<file path="config.mk">
export PLATFORM = sky130hd
export DESIGN_NAME = assembly_source_tokenizer_core
export DESIGN_NICKNAME = d
export VERILOG_FILES = /design/src/design/ast_pkg.sv /design/src/design/ast_front.sv /design/src/design/ast_queue.sv /design/src/design/ast_back.sv /design/src/design/assembly_source_tokenizer_core.sv
export SDC_FILE = /design/constraint.sdc
export NUM_CORES = 2
export LEC_CHECK = 0
export BUFFER_PORTS_ARGS = -buffer_cell sky130_fd_sc_hd__clkbuf_2
export CAP_MARGIN = 20
export CORE_ASPECT_RATIO = 0.8
export CORE_MARGIN = 2
export CORE_UTILIZATION = 45
export CTS_CLUSTER_DIAMETER = 200
export DETAILED_ROUTE_END_ITERATION = 7
export SYNTH_ARGS = -nofsm -noshare
export SYNTH_HDL_FRONTEND = slang
export SYNTH_SLANG_ARGS = --single-unit
</file>
<file path="constraint.sdc">
create_clock -name clock -period 11.6 [get_ports clock]
set_input_delay 1.16 -clock clock [delete_from_list [all_inputs] [get_ports clock]]
set_output_delay 1.16 -clock clock [all_outputs]
set_load 0.05 [all_outputs]
</file>
<file path="src/design/ast_pkg.sv">
// Shared types, constants and lookup functions for the assembly tokenizer.
`timescale 1ns / 1ps
package ast_pkg;

   localparam int KEYWORD_BYTES = 8;
   localparam int COUNT_BITS    = 16;
   localparam int MAX_RECS      = 4;
   localparam int QUEUE_DEPTH   = 4;
   localparam int KW_IDX_BITS   = $clog2(KEYWORD_BYTES);

   localparam logic [COUNT_BITS-1:0] CNT_MAX = {COUNT_BITS{1'b1}};

   // record types
   localparam logic [1:0] RT_VALUE = 2'd0;
   localparam logic [1:0] RT_END   = 2'd1;
   localparam logic [1:0] RT_STOP  = 2'd2;
   localparam logic [1:0] RT_EOT   = 2'd3;

   // lexer modes
   localparam logic [3:0] M_IDLE    = 4'd0;
   localparam logic [3:0] M_COMMENT = 4'd1;
   localparam logic [3:0] M_WORD    = 4'd2;
   localparam logic [3:0] M_NUMF    = 4'd3;
   localparam logic [3:0] M_DEC     = 4'd4;
   localparam logic [3:0] M_HEX     = 4'd5;
   localparam logic [3:0] M_BIN     = 4'd6;
   localparam logic [3:0] M_CFIRST  = 4'd7;
   localparam logic [3:0] M_CESC    = 4'd8;
   localparam logic [3:0] M_CCLOSE  = 4'd9;
   localparam logic [3:0] M_STR     = 4'd10;
   localparam logic [3:0] M_SESC    = 4'd11;
   localparam logic [3:0] M_HALT    = 4'd12;

   // token kinds used by name
   localparam logic [4:0] K_UNKNOWN   = 5'd0;
   localparam logic [4:0] K_INSTR     = 5'd1;
   localparam logic [4:0] K_TIMES     = 5'd2;
   localparam logic [4:0] K_DATA      = 5'd3;
   localparam logic [4:0] K_LABEL     = 5'd4;
   localparam logic [4:0] K_STRING    = 5'd5;
   localparam logic [4:0] K_CHAR      = 5'd6;
   localparam logic [4:0] K_DEC       = 5'd7;
   localparam logic [4:0] K_HEX       = 5'd8;
   localparam logic [4:0] K_BIN       = 5'd9;
   localparam logic [4:0] K_COMMA     = 5'd10;
   localparam logic [4:0] K_REGISTER  = 5'd11;
   localparam logic [4:0] K_PLUS      = 5'd12;
   localparam logic [4:0] K_MINUS     = 5'd13;
   localparam logic [4:0] K_STAR      = 5'd14;
   localparam logic [4:0] K_SLASH     = 5'd15;
   localparam logic [4:0] K_PIPE      = 5'd16;
   localparam logic [4:0] K_CARET     = 5'd17;
   localparam logic [4:0] K_AMP       = 5'd18;
   localparam logic [4:0] K_TILDE     = 5'd19;
   localparam logic [4:0] K_LPAREN    = 5'd20;
   localparam logic [4:0] K_RPAREN    = 5'd21;
   localparam logic [4:0] K_NEWLINE   = 5'd22;
   localparam logic [4:0] K_BACKSLASH = 5'd23;
   localparam logic [4:0] K_INCLUDE   = 5'd24;
   localparam logic [4:0] K_DEFINE    = 5'd25;
   localparam logic [4:0] K_IF        = 5'd26;
   localparam logic [4:0] K_IFDEF     = 5'd27;
   localparam logic [4:0] K_IFNDEF    = 5'd28;
   localparam logic [4:0] K_ELSE      = 5'd29;
   localparam logic [4:0] K_ENDIF     = 5'd30;

   localparam logic [0:0] CAUSE_STRING = 1'b0;
   localparam logic [0:0] CAUSE_CHAR   = 1'b1;

   typedef struct packed {
      logic [1:0]  rtype;
      logic [7:0]  value;
      logic [4:0]  kind;
      logic        cause;
      logic [15:0] line;
      logic [15:0] column;
      logic [15:0] length;
   } rec_type;

   typedef rec_type [MAX_RECS-1:0] rec_arr_type;

   // one byte's worth of results; cnt is number of records minus one
   typedef struct packed {
      rec_arr_type recs;
      logic [1:0]  cnt;
   } run_type;

   function automatic rec_type mk_rec(logic [1:0] rt, logic [7:0] v, logic [4:0] kind,
                                      logic cause, logic [15:0] ln, logic [15:0] col,
                                      logic [15:0] len);
      rec_type r;
      r.rtype  = rt;
      r.value  = v;
      r.kind   = kind;
      r.cause  = cause;
      r.line   = ln;
      r.column = col;
      r.length = len;
      return r;
   endfunction

   function automatic logic [COUNT_BITS-1:0] sat_inc(logic [COUNT_BITS-1:0] x);
      return (x != CNT_MAX) ? x + 1'b1 : x;
   endfunction

   // counter value as seen on the 16-bit output fields
   function automatic logic [15:0] clip16(logic [COUNT_BITS-1:0] x);
      return (x > COUNT_BITS'(16'hFFFF)) ? 16'hFFFF : 16'(x);
   endfunction

   function automatic logic is_break(logic [7:0] c);
      return c inside {"+", "*", "-", "/", " ", 8'h09, "\\", "|", "^", "&", "~", ",",
                       8'h0A, "(", ")"};
   endfunction

   function automatic logic is_digit(logic [7:0] c);
      return c inside {["0":"9"]};
   endfunction

   function automatic logic is_hex(logic [7:0] c);
      return c inside {["0":"9"], ["a":"f"], ["A":"F"]};
   endfunction

   // operator kind; valid flag in the MSB of the result
   function automatic logic [5:0] op_kind(logic [7:0] c);
      logic [5:0] r;
      case (c)
         ",":     r = {1'b1, K_COMMA};
         "+":     r = {1'b1, K_PLUS};
         "-":     r = {1'b1, K_MINUS};
         "*":     r = {1'b1, K_STAR};
         "/":     r = {1'b1, K_SLASH};
         "|":     r = {1'b1, K_PIPE};
         "^":     r = {1'b1, K_CARET};
         "&":     r = {1'b1, K_AMP};
         "~":     r = {1'b1, K_TILDE};
         "(":     r = {1'b1, K_LPAREN};
         ")":     r = {1'b1, K_RPAREN};
         default: r = {1'b0, K_UNKNOWN};
      endcase
      return r;
   endfunction

   // w holds the word right-aligned, first byte highest; word bytes are never zero
   function automatic logic [4:0] kw_kind(logic [8*KEYWORD_BYTES-1:0] w);
      logic [4:0] k;
      case (w)
         "times": k = K_TIMES;
         "db", "ds", "di", "dl": k = K_DATA;
         "stol", "stoi", "stos", "stob", "loal", "loai", "loas", "loab",
         "add", "sub", "mul", "div", "smul", "sdiv", "cmp",
         "adde", "addne", "addl", "addg", "addsl", "addsg",
         "pushl", "pushi", "pushs", "pushb", "popl", "popi", "pops", "popb",
         "call", "int", "iret", "and", "or", "xor", "not", "shl", "shr",
         "chst", "lost", "stolk", "loalk", "chtp", "lotp", "chflag", "loflag",
         "cint": k = K_INSTR;
         "r0", "r1", "r2", "r3", "r4", "r5", "r6", "r7", "r8", "r9",
         "r10", "r11", "r12", "r13", "r14", "r15", "sp", "pc": k = K_REGISTER;
         "#include": k = K_INCLUDE;
         "#define", "#undef": k = K_DEFINE;
         "#if": k = K_IF;
         "#ifdef": k = K_IFDEF;
         "#ifndef": k = K_IFNDEF;
         "#else": k = K_ELSE;
         "#endif": k = K_ENDIF;
         default: k = K_UNKNOWN;
      endcase
      return k;
   endfunction

endpackage

</file>
<file path="src/design/ast_front.sv">
// Lexer front end: takes one source byte a beat and builds its run of records.
`timescale 1ns / 1ps
module ast_front
   import ast_pkg::*;
(
   input  logic        clock,
   input  logic        reset,
   input  logic        take,
   input  logic [7:0]  b,
   output logic        push,
   output run_type     run
);

   logic [3:0]  mode_ff, mode_in;
   logic [7:0]  hb_ff, hb_in;
   logic [KEYWORD_BYTES-1:0][7:0] pre_ff, pre_in;   // first word byte in the top byte
   logic [COUNT_BITS-1:0] cl_ff, cl_in, cc_ff, cc_in, sl_ff, sl_in, sc_ff, sc_in;
   logic [COUNT_BITS-1:0] vl_ff, vl_in, bl_ff, bl_in, bc_ff, bc_in;
   logic        bp_ff, bp_in;

   rec_arr_type recs;
   logic [2:0]  n;
   logic        go_idle;
   logic [COUNT_BITS-1:0] total;
   logic [4:0]  kind;
   logic [5:0]  opk;
   logic [KW_IDX_BITS+3:0] sh;

   function automatic rec_arr_type put(rec_arr_type a, logic [2:0] i, rec_type r);
      rec_arr_type o;
      o = a;
      if (i < 3'(MAX_RECS)) o[i[1:0]] = r;
      return o;
   endfunction

   function automatic logic [2:0] nxt(logic [2:0] i);
      return (i < 3'(MAX_RECS)) ? i + 3'd1 : i;
   endfunction

   always_comb begin
      mode_in = mode_ff; hb_in = hb_ff; pre_in = pre_ff;
      cl_in = cl_ff; cc_in = cc_ff; sl_in = sl_ff; sc_in = sc_ff;
      vl_in = vl_ff; bp_in = bp_ff; bl_in = bl_ff; bc_in = bc_ff;
      recs = '0; n = 3'd0; go_idle = 1'b0;
      total = '0; kind = K_UNKNOWN; sh = '0;
      opk = op_kind(b);

      case (mode_ff)
         M_HALT: ;
         M_WORD: begin
            if (b == 8'd0 || is_break(b)) begin
               total = sat_inc(vl_in);
               if (hb_in == ":") kind = K_LABEL;
               else begin
                  recs = put(recs, n, mk_rec(RT_VALUE, hb_in, '0, 1'b0, '0, '0, '0));
                  n = nxt(n); vl_in = sat_inc(vl_in);
                  if (total <= COUNT_BITS'(KEYWORD_BYTES)) begin
                     sh = {(KW_IDX_BITS+1)'(KEYWORD_BYTES) - total[KW_IDX_BITS:0], 3'b000};
                     kind = kw_kind(pre_in >> sh);
                  end
               end
               recs = put(recs, n, mk_rec(RT_END, '0, kind, 1'b0, clip16(sl_in),
                                          clip16(sc_in), clip16(vl_in)));
               n = nxt(n);
               go_idle = 1'b1;
            end else begin
               recs = put(recs, n, mk_rec(RT_VALUE, hb_in, '0, 1'b0, '0, '0, '0));
               n = nxt(n); vl_in = sat_inc(vl_in);
               if (vl_in < COUNT_BITS'(KEYWORD_BYTES))
                  pre_in[KW_IDX_BITS'(KEYWORD_BYTES-1) - vl_in[KW_IDX_BITS-1:0]] = b;
               hb_in = b;
            end
         end
         M_NUMF: begin
            if (b == "x" || b == "X") mode_in = M_HEX;
            else if (b == "b" || b == "B") mode_in = M_BIN;
            else begin
               recs = put(recs, n, mk_rec(RT_VALUE, hb_in, '0, 1'b0, '0, '0, '0));
               n = nxt(n); vl_in = sat_inc(vl_in);
               if (is_digit(b)) begin
                  recs = put(recs, n, mk_rec(RT_VALUE, b, '0, 1'b0, '0, '0, '0));
                  n = nxt(n); vl_in = sat_inc(vl_in);
                  mode_in = M_DEC;
               end else begin
                  recs = put(recs, n, mk_rec(RT_END, '0, K_DEC, 1'b0, clip16(sl_in),
                                             clip16(sc_in), clip16(vl_in)));
                  n = nxt(n);
                  go_idle = 1'b1;
               end
            end
         end
         M_DEC, M_HEX, M_BIN: begin
            if ((mode_ff == M_DEC && is_digit(b)) || (mode_ff == M_HEX && is_hex(b)) ||
                (mode_ff == M_BIN && (b == "0" || b == "1"))) begin
               recs = put(recs, n, mk_rec(RT_VALUE, b, '0, 1'b0, '0, '0, '0));
               n = nxt(n); vl_in = sat_inc(vl_in);
            end else begin
               kind = (mode_ff == M_DEC) ? K_DEC : (mode_ff == M_HEX) ? K_HEX : K_BIN;
               recs = put(recs, n, mk_rec(RT_END, '0, kind, 1'b0, clip16(sl_in),
                                          clip16(sc_in), clip16(vl_in)));
               n = nxt(n);
               go_idle = 1'b1;
            end
         end
         M_COMMENT: begin
            if (b == 8'h0A || b == 8'd0) go_idle = 1'b1;
         end
         M_CFIRST, M_CESC: begin
            if (b == 8'd0) begin
               recs = put(recs, n, mk_rec(RT_STOP, '0, K_CHAR, CAUSE_CHAR, clip16(sl_in),
                                          clip16(sc_in), clip16(vl_in)));
               n = nxt(n); mode_in = M_HALT;
            end else begin
               recs = put(recs, n, mk_rec(RT_VALUE, b, '0, 1'b0, '0, '0, '0));
               n = nxt(n); vl_in = sat_inc(vl_in);
               mode_in = (mode_ff == M_CFIRST && b == "\\") ? M_CESC : M_CCLOSE;
            end
         end
         M_CCLOSE: begin
            if (b == "'") begin
               recs = put(recs, n, mk_rec(RT_END, '0, K_CHAR, 1'b0, clip16(sl_in),
                                          clip16(sc_in), clip16(vl_in)));
               n = nxt(n); mode_in = M_IDLE;
            end else begin
               recs = put(recs, n, mk_rec(RT_STOP, '0, K_CHAR, CAUSE_CHAR, clip16(sl_in),
                                          clip16(sc_in), clip16(vl_in)));
               n = nxt(n); mode_in = M_HALT;
            end
         end
         M_STR: begin
            if (b == "\"") begin
               recs = put(recs, n, mk_rec(RT_END, '0, K_STRING, 1'b0, clip16(sl_in),
                                          clip16(sc_in), clip16(vl_in)));
               n = nxt(n); mode_in = M_IDLE;
            end else if (b == 8'd0 || b == 8'h0A) begin
               recs = put(recs, n, mk_rec(RT_STOP, '0, K_STRING, CAUSE_STRING, clip16(sl_in),
                                          clip16(sc_in), clip16(vl_in)));
               n = nxt(n); mode_in = M_HALT;
            end else begin
               recs = put(recs, n, mk_rec(RT_VALUE, b, '0, 1'b0, '0, '0, '0));
               n = nxt(n); vl_in = sat_inc(vl_in);
               if (b == "\\") mode_in = M_SESC;
            end
         end
         M_SESC: begin
            if (b == 8'd0) begin
               recs = put(recs, n, mk_rec(RT_STOP, '0, K_STRING, CAUSE_STRING, clip16(sl_in),
                                          clip16(sc_in), clip16(vl_in)));
               n = nxt(n); mode_in = M_HALT;
            end else begin
               recs = put(recs, n, mk_rec(RT_VALUE, b, '0, 1'b0, '0, '0, '0));
               n = nxt(n); vl_in = sat_inc(vl_in);
               mode_in = M_STR;
            end
         end
         default: go_idle = 1'b1;
      endcase

      // byte that lands between tokens (also the byte that ended a token)
      if (go_idle) begin
         mode_in = M_IDLE;
         if (b == 8'd0 || !(b == " " || b == 8'h09 || b == ";" || b == 8'h0A)) begin
            if (bp_in) begin
               bp_in = 1'b0;
               recs = put(recs, n, mk_rec(RT_VALUE, "\\", '0, 1'b0, '0, '0, '0));
               n = nxt(n);
               recs = put(recs, n, mk_rec(RT_END, '0, K_BACKSLASH, 1'b0, clip16(bl_in),
                                          clip16(bc_in), 16'd1));
               n = nxt(n);
            end
         end
         if (b == 8'd0) begin
            recs = put(recs, n, mk_rec(RT_EOT, '0, '0, 1'b0, clip16(cl_in), clip16(cc_in),
                                       '0));
            n = nxt(n);
         end else if (b == ";") begin
            mode_in = M_COMMENT;
         end else if (b == 8'h0A) begin
            if (bp_in) bp_in = 1'b0;
            else begin
               sl_in = cl_in; sc_in = cc_in; vl_in = '0;
               recs = put(recs, n, mk_rec(RT_VALUE, b, '0, 1'b0, '0, '0, '0));
               n = nxt(n); vl_in = sat_inc(vl_in);
               recs = put(recs, n, mk_rec(RT_END, '0, K_NEWLINE, 1'b0, clip16(sl_in),
                                          clip16(sc_in), clip16(vl_in)));
               n = nxt(n);
            end
         end else if (b == " " || b == 8'h09) begin
            mode_in = M_IDLE;
         end else if (is_digit(b)) begin
            sl_in = cl_in; sc_in = cc_in; vl_in = '0;
            hb_in = b; mode_in = M_NUMF;
         end else if (b == "'") begin
            sl_in = cl_in; sc_in = cc_in; vl_in = '0;
            mode_in = M_CFIRST;
         end else if (b == "\"") begin
            sl_in = cl_in; sc_in = cc_in; vl_in = '0;
            mode_in = M_STR;
         end else if (opk[5]) begin
            sl_in = cl_in; sc_in = cc_in; vl_in = '0;
            recs = put(recs, n, mk_rec(RT_VALUE, b, '0, 1'b0, '0, '0, '0));
            n = nxt(n); vl_in = sat_inc(vl_in);
            recs = put(recs, n, mk_rec(RT_END, '0, opk[4:0], 1'b0, clip16(sl_in),
                                       clip16(sc_in), clip16(vl_in)));
            n = nxt(n);
         end else if (b == "\\") begin
            bp_in = 1'b1; bl_in = cl_in; bc_in = cc_in;
         end else begin
            sl_in = cl_in; sc_in = cc_in; vl_in = '0;
            hb_in = b; pre_in[KEYWORD_BYTES-1] = b; mode_in = M_WORD;
         end
      end

      // positions; a zero byte starts a fresh text
      if (b == 8'd0) begin
         mode_in = M_IDLE; hb_in = '0; bp_in = 1'b0;
         cl_in = '0; cc_in = '0; sl_in = '0; sc_in = '0;
         vl_in = '0; bl_in = '0; bc_in = '0;
      end else if (mode_in != M_HALT) begin
         if (b == 8'h0A) begin
            cl_in = sat_inc(cl_in); cc_in = '0;
         end else begin
            cc_in = sat_inc(cc_in);
         end
      end
   end

   assign push     = take && (n != 3'd0);
   assign run.recs = recs;
   assign run.cnt  = 2'(n - 3'd1);

   always_ff @(posedge clock) begin
      if (reset) begin
         mode_ff <= M_IDLE; hb_ff <= '0; bp_ff <= 1'b0;
         cl_ff <= '0; cc_ff <= '0; sl_ff <= '0; sc_ff <= '0;
         vl_ff <= '0; bl_ff <= '0; bc_ff <= '0;
      end else if (take) begin
         mode_ff <= mode_in; hb_ff <= hb_in; bp_ff <= bp_in;
         cl_ff <= cl_in; cc_ff <= cc_in; sl_ff <= sl_in; sc_ff <= sc_in;
         vl_ff <= vl_in; bl_ff <= bl_in; bc_ff <= bc_in;
      end
   end

   always_ff @(posedge clock) begin
      if (take) pre_ff <= pre_in;
   end

endmodule

</file>
<file path="src/design/ast_queue.sv">
// Short queue of record runs between the lexer and the output serializer.
`timescale 1ns / 1ps
module ast_queue
   import ast_pkg::*;
(
   input  logic    clock,
   input  logic    reset,
   input  logic    push,
   input  run_type push_run,
   input  logic    pop,
   output logic    full,
   output logic    not_empty,
   output run_type head
);

   localparam int PW = $clog2(QUEUE_DEPTH);

   run_type       mem_ff [QUEUE_DEPTH];
   logic [PW-1:0] wr_ff, rd_ff;
   logic [PW:0]   cnt_ff;

   assign full      = (cnt_ff == (PW+1)'(QUEUE_DEPTH));
   assign not_empty = (cnt_ff != '0);
   assign head      = mem_ff[rd_ff];

   always_ff @(posedge clock) begin
      if (reset) begin
         wr_ff <= '0; rd_ff <= '0; cnt_ff <= '0;
      end else begin
         if (push) wr_ff <= wr_ff + 1'b1;
         if (pop) rd_ff <= rd_ff + 1'b1;
         cnt_ff <= cnt_ff + (PW+1)'(push) - (PW+1)'(pop);
      end
   end

   always_ff @(posedge clock) begin
      if (push) mem_ff[wr_ff] <= push_run;
   end

   a_no_overflow: assert property (@(posedge clock) disable iff (reset) !(push && full))
      else $error("queue push while full");
   a_no_underflow: assert property (@(posedge clock) disable iff (reset) !(pop && !not_empty))
      else $error("queue pop while empty");
   a_count_range: assert property (@(posedge clock) disable iff (reset)
      cnt_ff <= (PW+1)'(QUEUE_DEPTH))
      else $error("queue count out of range");

endmodule

</file>
<file path="src/design/ast_back.sv">
// Output side: sends the records of each queued run one beat at a time.
`timescale 1ns / 1ps
module ast_back
   import ast_pkg::*;
(
   input  logic    clock,
   input  logic    reset,
   input  logic    q_valid,
   input  run_type q_head,
   output logic    pop,
   input  logic    rsp_stall,
   output logic    rsp_valid,
   output rec_type rsp_rec,
   output logic    rsp_last
);

   logic [1:0] idx_ff;
   logic       valid_ff;
   rec_type    rec_ff;
   logic       last_ff;
   logic       load;
   logic       is_last;

   assign load    = !valid_ff || !rsp_stall;
   assign is_last = (idx_ff == q_head.cnt);
   assign pop     = load && q_valid && is_last;

   always_ff @(posedge clock) begin
      if (reset) begin
         valid_ff <= 1'b0; idx_ff <= '0;
      end else if (load) begin
         valid_ff <= q_valid;
         if (q_valid) idx_ff <= is_last ? 2'd0 : idx_ff + 2'd1;
      end
   end

   always_ff @(posedge clock) begin
      if (load && q_valid) begin
         rec_ff  <= q_head.recs[idx_ff];
         last_ff <= is_last;
      end
   end

   assign rsp_valid = valid_ff;
   assign rsp_rec   = rec_ff;
   assign rsp_last  = last_ff;

endmodule

</file>
<file path="src/design/assembly_source_tokenizer_core.sv">
// Top level of the assembly source tokenizer.
//
// Input channel req_: one source byte per beat (req_source_byte); a zero byte
// ends the text and resets line and column counts for the next one.
// Output channel rsp_: one record per beat: value bytes of a token, then a
// token end record with kind, start line, column and length; stop records
// for bad string or char literals, and an end of text record.
// rsp_last_of_run marks the last record that one source byte caused.
// A byte is taken by the lexer and its records (up to four) go into a
// four-entry queue; the output stage sends one record per cycle while
// rsp_stall is low, so throughput is one byte per cycle when a byte makes
// at most one record, and set by the output port otherwise. The first
// record of a byte passes through the queue and the output register to rsp_.
// req_stall rises only when the queue is full. A stalled record holds on
// rsp_ and later records wait in the queue. Synchronous reset empties the
// queue and output stage and returns the lexer to between-tokens state.
`timescale 1ns / 1ps
module assembly_source_tokenizer_core
   import ast_pkg::*;
(
   input  logic        clock,
   input  logic        reset,
   input  logic        req_valid,
   output logic        req_stall,
   input  logic [7:0]  req_source_byte,
   output logic        rsp_valid,
   input  logic        rsp_stall,
   output logic [1:0]  rsp_record_type,
   output logic [7:0]  rsp_value_byte,
   output logic [4:0]  rsp_token_kind,
   output logic        rsp_stop_cause,
   output logic [15:0] rsp_token_line,
   output logic [15:0] rsp_token_column,
   output logic [15:0] rsp_token_length,
   output logic        rsp_last_of_run
);

   logic    full, take, push, not_empty, pop;
   run_type run, head;
   rec_type rec;

   assign req_stall = full;
   assign take      = req_valid && !full;

   ast_front u_front (
      .clock (clock), .reset (reset), .take (take), .b (req_source_byte),
      .push (push), .run (run)
   );

   ast_queue u_queue (
      .clock (clock), .reset (reset), .push (push), .push_run (run), .pop (pop),
      .full (full), .not_empty (not_empty), .head (head)
   );

   ast_back u_back (
      .clock (clock), .reset (reset), .q_valid (not_empty), .q_head (head), .pop (pop),
      .rsp_stall (rsp_stall), .rsp_valid (rsp_valid), .rsp_rec (rec),
      .rsp_last (rsp_last_of_run)
   );

   assign rsp_record_type  = rec.rtype;
   assign rsp_value_byte   = rec.value;
   assign rsp_token_kind   = rec.kind;
   assign rsp_stop_cause   = rec.cause;
   assign rsp_token_line   = rec.line;
   assign rsp_token_column = rec.column;
   assign rsp_token_length = rec.length;

endmodule

</file>
* After elaboration in Yosys (flattened, before gate mapping) *
Memories as Yosys holds them, arrays and structs flattened. A register that Yosys moved wholly into a read port is not among the register bits.
Cells that the tools add are included.
W data, S select, Z words.

word-level totals
  flip-flop bits (word level) = 264
  memories = 1
  output and inout port bits = 67
  bits of input ports = 12
  RAM bits = 1032

operators by class
  add/sub/neg operators = 17
  mux-type cells = 259
  equal/unequal tests = 132
  bitwise logic cells = 4
  $lt $le $gt $ge = 35
  shift-type cells = 1
  reduce and logical (&&, ||, !) cells = 60

memories
  memory          words  width  read ports  clocked after memory_dff  wr ports  RTL line         RTL
  u_queue.mem_ff  4      258    1           1                         1         ast_queue.sv:18  run_type mem_ff [QUEUE_DEPTH];

operators with widths
  operator                count
  $mux W256               43
  $pmux W256 S7           1
  $bwmux W256             6
  $eq A64 B31 Y1 const B  24
  $mux W16                82
  $eq A64 B15 Y1 const B  17
  $eq A64 B23 Y1 const B  17
  $mux W64                13
  $demux W64 S2           5
  $eq A64 B39 Y1 const B  10
  $and A240 B240 Y240     1
  $not A240 Y240          1
  $eq A64 B46 Y1 const B  3
  $mux W8                 23
  $gt A16 B16 Y1 const B  9
  $bmux W64 S2            1
  $eq A64 B47 Y1 const B  2
  $eq A64 B54 Y1 const B  2
  $mux W127               1
  $eq A8 B6 Y1 const B    15
  $pmux W16 S5            1
  $mux W4                 18
  $mux W3                 23
  $pmux W6 S11            1
  other kinds (70)        189

* Logic depth before layout (Yosys ltp) *
  word-level depth = 47
  depth in mapped cells = 29
  mapped depth without buffers = 28

* Hierarchy *
Synthesis repeated with hierarchy kept, for this count alone.

second synthesis, totals
  cell total of the unflattened synthesis = 4484
  area total of the unflattened synthesis = 62552.5 µm²

by module, submodules not included
  module                          area each (µm²)  sequential area each (µm²)  cells an instance  instances
  ast_queue                       38122.8          31169.9                     1390               1
  ast_front                       20731.1          4424.2                      2928               1
  ast_back                        3684.8           2011.9                      165                1
  assembly_source_tokenizer_core  13.8             0.0                         1                  1

* Least setup slack after synthesis *
No wires, ideal clock.

  path kind = input-to-reg
  from = input port req_source_byte[7]
  to = memory u_queue.mem_ff[1][0] (netlist bit) (enable)
  required time = 10.986 ns
  path buffers = 3
  stages = 22
  path slack = 0.028 ns
  data arrival time = 10.958 ns
  path through = clkbuf_1 > nor3_1 > and3_1 > a21boi_0 > nor4_1 > nor3_1 > nor2_1 > inv_1 > ha_1 > a21oi_1 > nor2_1 > a21oi_1 > ha_1 > clkbuf_1 > nor2_1 > buf_2 > o21ai_0 > mux2i_1 > a21oi_1 > ha_1 > a21oi_1 > and2_1

between the ends
  longest elaborated chain between the ends = 29
  elaborated cells on any way between the ends = 94

ends and longest elaborated chain
  what                                                       RTL line                              RTL
  start, declared                                            assembly_source_tokenizer_core.sv:25  input logic [7:0] req_source_byte,
  $eq A8 B6 Y1 (tied with other cells)                       ast_pkg.sv:112, ast_pkg.sv:127
  $reduce_bool A15 Y1 or $logic_or A1 B1 Y1 (tied branches)  ast_pkg.sv:112, ast_front.sv:76
  $logic_or A1 B1 Y1 or $mux W2 (tied branches)              ast_front.sv:51, ast_front.sv:76
  $mux W3, on equally long branches                          ast_front.sv:51, ast_front.sv:75
  $pmux W3 S3                                                ast_front.sv:48                       case (mode_ff)
  $add A3 B1 Y3 or $lt A3 B3 Y1 (tied branches)              ast_front.sv:37                       return (i < 3'(MAX_RECS)) ? i + 3'd1 : i;
  $mux W3                                                    ast_front.sv:37
  $add A3 B1 Y3 or $lt A3 B3 Y1 (tied branches)              ast_front.sv:37
  [14 not listed]                                            n/a
  $mux W3                                                    ast_front.sv:176                      end else if (b == ";") begin
  $mux W3                                                    ast_front.sv:172                      if (b == 8'd0) begin
  $mux W3 (*)                                                ast_front.sv:160                      if (go_idle) begin
  $reduce_bool A3 Y1 (*)                                     ast_front.sv:228                      assign push = take && (n != 3'd0);
  $logic_and A1 B1 Y1 (*)                                    ast_front.sv:228
  named net push                                             assembly_source_tokenizer_core.sv:38  logic full, take, push, not_empty, pop;
  $mux W1 (*)                                                ast_queue.sv:37                       if (push) mem_ff[wr_ff] <= push_run;
  $mux W1 (not written as such) (*)                          ast_queue.sv:37
  end, declared                                              ast_queue.sv:18

The timed path passes the listed nets; every way through them passes the cells marked *. The select of a mux whose other input is x is not followed.

* Worst setup path after layout *
  from = input port req_source_byte[4]
  to = memory u_queue.mem_ff[0][153] (netlist bit) (enable)

The elaborated chain is that of the path after synthesis.

==> impl_metrics.yaml <==
run_status:
  run_status: "complete, no violations"
power_and_ir_drop:
  p_int_mw: 8.014
  p_sw_mw: 3.644
  leakagePower_nw: 19.63
  p_total_mw: 11.66
  p_sw_frac: 0.3126
  powerDensity_nw_per_um2: 190.4
  p_seq_frac: 0.443
  pwr-share-comb: 0.235
  clockPowerShare: 0.322
  peakVddDrop_v: 0.0001327
timing:
  final_max_slew_viol_count: 0
  finalSetupViolCount: 0
  tightest_slew_ns: 1.205
  min_period_ns: 8.532
  rsz0062_at_grt: "no"
  fmax_ghz: 0.1172
  timing.final.crit_share: 0.7355
  hold_violations: 0
  maxSlewHeadroom: 0.1949
  fin_setup_tns_ns: 0
  final.setup_skew_ns: 0.08598
grt:
  grt_max_degree: 124
  grt_pass1_vias: 35402
  gr-total-overflow: 0
  grt_first_pass_wirelength_mm: 246.5
  antenna_found_initial: 4
  gr-usage-all-layers: 0.2655
worst_setup_path:
  start_kind: "input port"
  rr_worst_depth: 19
  crit_chain: "clkbuf_2 -> nor4_2 -> nand2_1 -> a21oi_1 -> buf_4 -> nor4_1 -> buf_4 -> nor3_1 -> nor2_1 -> inv_1 -> ha_1 -> nor3_1 -> a21oi_1 -> nor2_1 -> a21oi_1 -> ha_1 -> nor2_1 -> o21ai_0 -> mux2i_1 -> a21oi_1 -> ha_1 -> a21oi_1 -> and2_4 -> buf_12"
  crit_path_frequent_cell: "a21oi_1"
  cpPeakStageDelay_ns: 0.92
  crit_slowest_cell: "and2_4"
  crit_buf_inv: 5
  cp_max_fo: 53
  r2r_setup_slack_ns: 3.49
  cp.required_ns: 11.96
  worstSetupPathType: "input port to register"
  cp_top_family: "simple AND/OR/NAND/NOR gates"
  arrival_ns: 8.89
  r2r-start: "u_front.mode_ff[1]"
  cp-end-kind: "register"
  worst_r2r_endpoint: "u_queue.mem_ff[0][153]"
finish:
  num-nets-final: 4149
  drive_gt1_frac: 0.1785
  final_core_util: 0.5049
  finalNonFillerCells: 5832
  area_growth_pct: 11.05
  antenna_cells: 0
floorplan:
  dieArea_sq_um: 125300
  die_h_um: 317.0
  die_x_um: 395.3
  initial_core_util: 0.4547
  coreArea_sq_um: 121200
  core.rowCount: 114
  io_pins: 79
synthesis:
  ys_async_sr_fraction: 0
  synth_edf_count: 1029
  ys_types: 97
  yosysTopAreaCell: "edfxtp_1"
  synth_area_sq_um: 55120
  synth.ff_latch_count: 1166
  ys.warnings.count: 0
  ys_dominant_reg_cell: "edfxtp_1"
  yosysMostFrequentCell: "edfxtp_1"
  synth.avg_cell_area_sq_um: 13.32
  postSynthCellCount: 4139
  ys_seq_area_frac: 0.6103
  synth_top_area_frac: 0.5605
  synthTopCellsByArea: "edfxtp_1 (56%), mux4_2 (12%), dfxtp_1 (5.0%)"
  synthTopCellsByCount: "edfxtp_1 (1,029), nor2_1 (406), mux4_2 (296), a21oi_1 (283), nand2_1 (282)"
clock_tree:
  htreeDepth: 3
  cts_buffer_depth: 3
  ctsResizeCount: 0
  clk_latency_ns: 0.77
  cts_made_buffers: 111
  cts_tree: "done"
  cts_sinks: 1166
  clk_pin_slew_ns: 0.06
  cts_setup_buffers: 0
  cts-root-buf: "clkbuf_16"
  postCtsHoldBufs: 0
worst_hold_path:
  hold_path_class: "register to register"
  hp-start: "u_front.sl_ff[10]"
  hold_depth: 2
  hold_path_end: "u_front.sl_ff[10]"
drt:
  via_per_inst: 6.471
  drt_pass1_iterations: 6
  vias: 37740
  wire_per_inst_um: 28.93
  drc: 0
  drt_iter0_drc: 5036
  antenna_left: 0
  wl_mm: 168.7
run:
  drv_cap: 0
placement:
  dp.cells: 5617
  gp_congestion: 0.9973
  dp_hpwl_mm: 106.6
  portBuffers: 78
## cells in the final DEF, fill, tap and decap left out, types with 39 or more instances in the layout
master | synthesis | routed
nand3_1 | 144 | 144
a21oi_1 | 283 | 277
dfxtp_1 | 137 | 134
a221oi_1 | 62 | 62
nor3_1 | 141 | 138
mux4_2 | 296 | 296
a22o_1 | 39 | 39
clkbuf_16 | 0 | 112
edfxtp_1 | 1029 | 1029
clkbuf_2 | 0 | 77
inv_1 | 48 | 47
o21ai_0 | 142 | 141
a22oi_1 | 95 | 95
nor2_1 | 406 | 399
nand2_1 | 282 | 280
buf_4 | 3 | 79
## area by class of cell
cell class,instances,area [sq um]
clock inverters,61,757.0
clock buffers,150,3055
flip-flops and latches,1166,33650
inverters,52,202.7
multi-input cells,2609,20260
repair buffers,170,1257
well taps,1624,2032
fillers,10297,60030
## cell families after synthesis
group | share of synthesized area
mux | 0.1301
compound gates | 0.1036
other cells | 0.00006803
xor+xnor | 0.008603
buf+inv | 0.02642
simple gates | 0.1146
flops | 0.6103
fa+ha+maj | 0.006265
## flip-flops by register name (all words and copies together), names as in the netlist, named ones only
register and cells:
u_front.bp_ff 1, u_back.rsp_valid 1, u_front.mode_ff 4, u_front.cc_ff 16, u_back.rsp_last 1, u_front.pre_ff 64
u_front.sc_ff 16, u_front.cl_ff 16, u_queue.mem_ff 900, u_queue.wr_ff 2, u_front.hb_ff 8, u_queue.cnt_ff 3
u_front.bc_ff 16, u_queue.rd_ff 2, u_front.sl_ff 16, u_front.vl_ff 16, u_back.rsp_rec 64, u_back.idx_ff 2
u_front.bl_ff 16
## layer usage
| metal | track usage | share of wire |
|---|---|---|
| met1 | 0.4160 | 0.46 |
| met2 | 0.3709 | 0.42 |
| met3 | 0.06533 | 0.11 |
| met4 | 0.06101 | 0.021 |
| met5 | 0 | 0 |
## worst max path at each step
stage | slack [ns] | cells after the start | startpoint | to
finish | 3.07 | 24 | req_source_byte[4] | u_queue.mem_ff[0][153]
floorplan | 0.03 | 22 | req_source_byte[7] | u_queue.mem_ff[1][0]
global placement | 2.55 | 24 | req_source_byte[4] | u_queue.mem_ff[0][108]
CTS | 3.27 | 24 | req_source_byte[4] | u_queue.mem_ff[0][235]
global route | 2.66 | 24 | req_source_byte[4] | u_queue.mem_ff[0][153]
detailed placement | 2.49 | 24 | req_source_byte[4] | u_queue.mem_ff[0][108]
## worst min-delay path, cell delays in order (launching register included)
cell and delay, ns:
dfxtp_1 0.32, nand2_1 0.05, a21oi_1 0.05
## stage by stage
stage                     setup slack (ns)  cell area (sq um)  hold WS (ns)
final                                3.068              61220        0.4686
after CTS                            3.266              61150        0.4697
after floorplan                    0.02849              55170        0.4487
after global routing                 2.660              61220        0.4854
after detailed placement             2.493              57340        0.4622
after global placement               2.554              57340        0.4513
## power by group through the flow
| stage | Clock [mW] | Sequential [mW] | Combinational, mW |
|---|---|---|---|
| floorplan | 0 | 5.64 | 1.53 |
| global placement | 0 | 5.25 | 2.75 |
| detailed placement | 0 | 5.26 | 2.74 |
| CTS | 3.82 | 5.18 | 2.75 |
| global route | 3.98 | 5.20 | 2.90 |
| finish | 3.75 | 5.17 | 2.74 |
No activity file was read; power rests on OpenSTA's default activity.
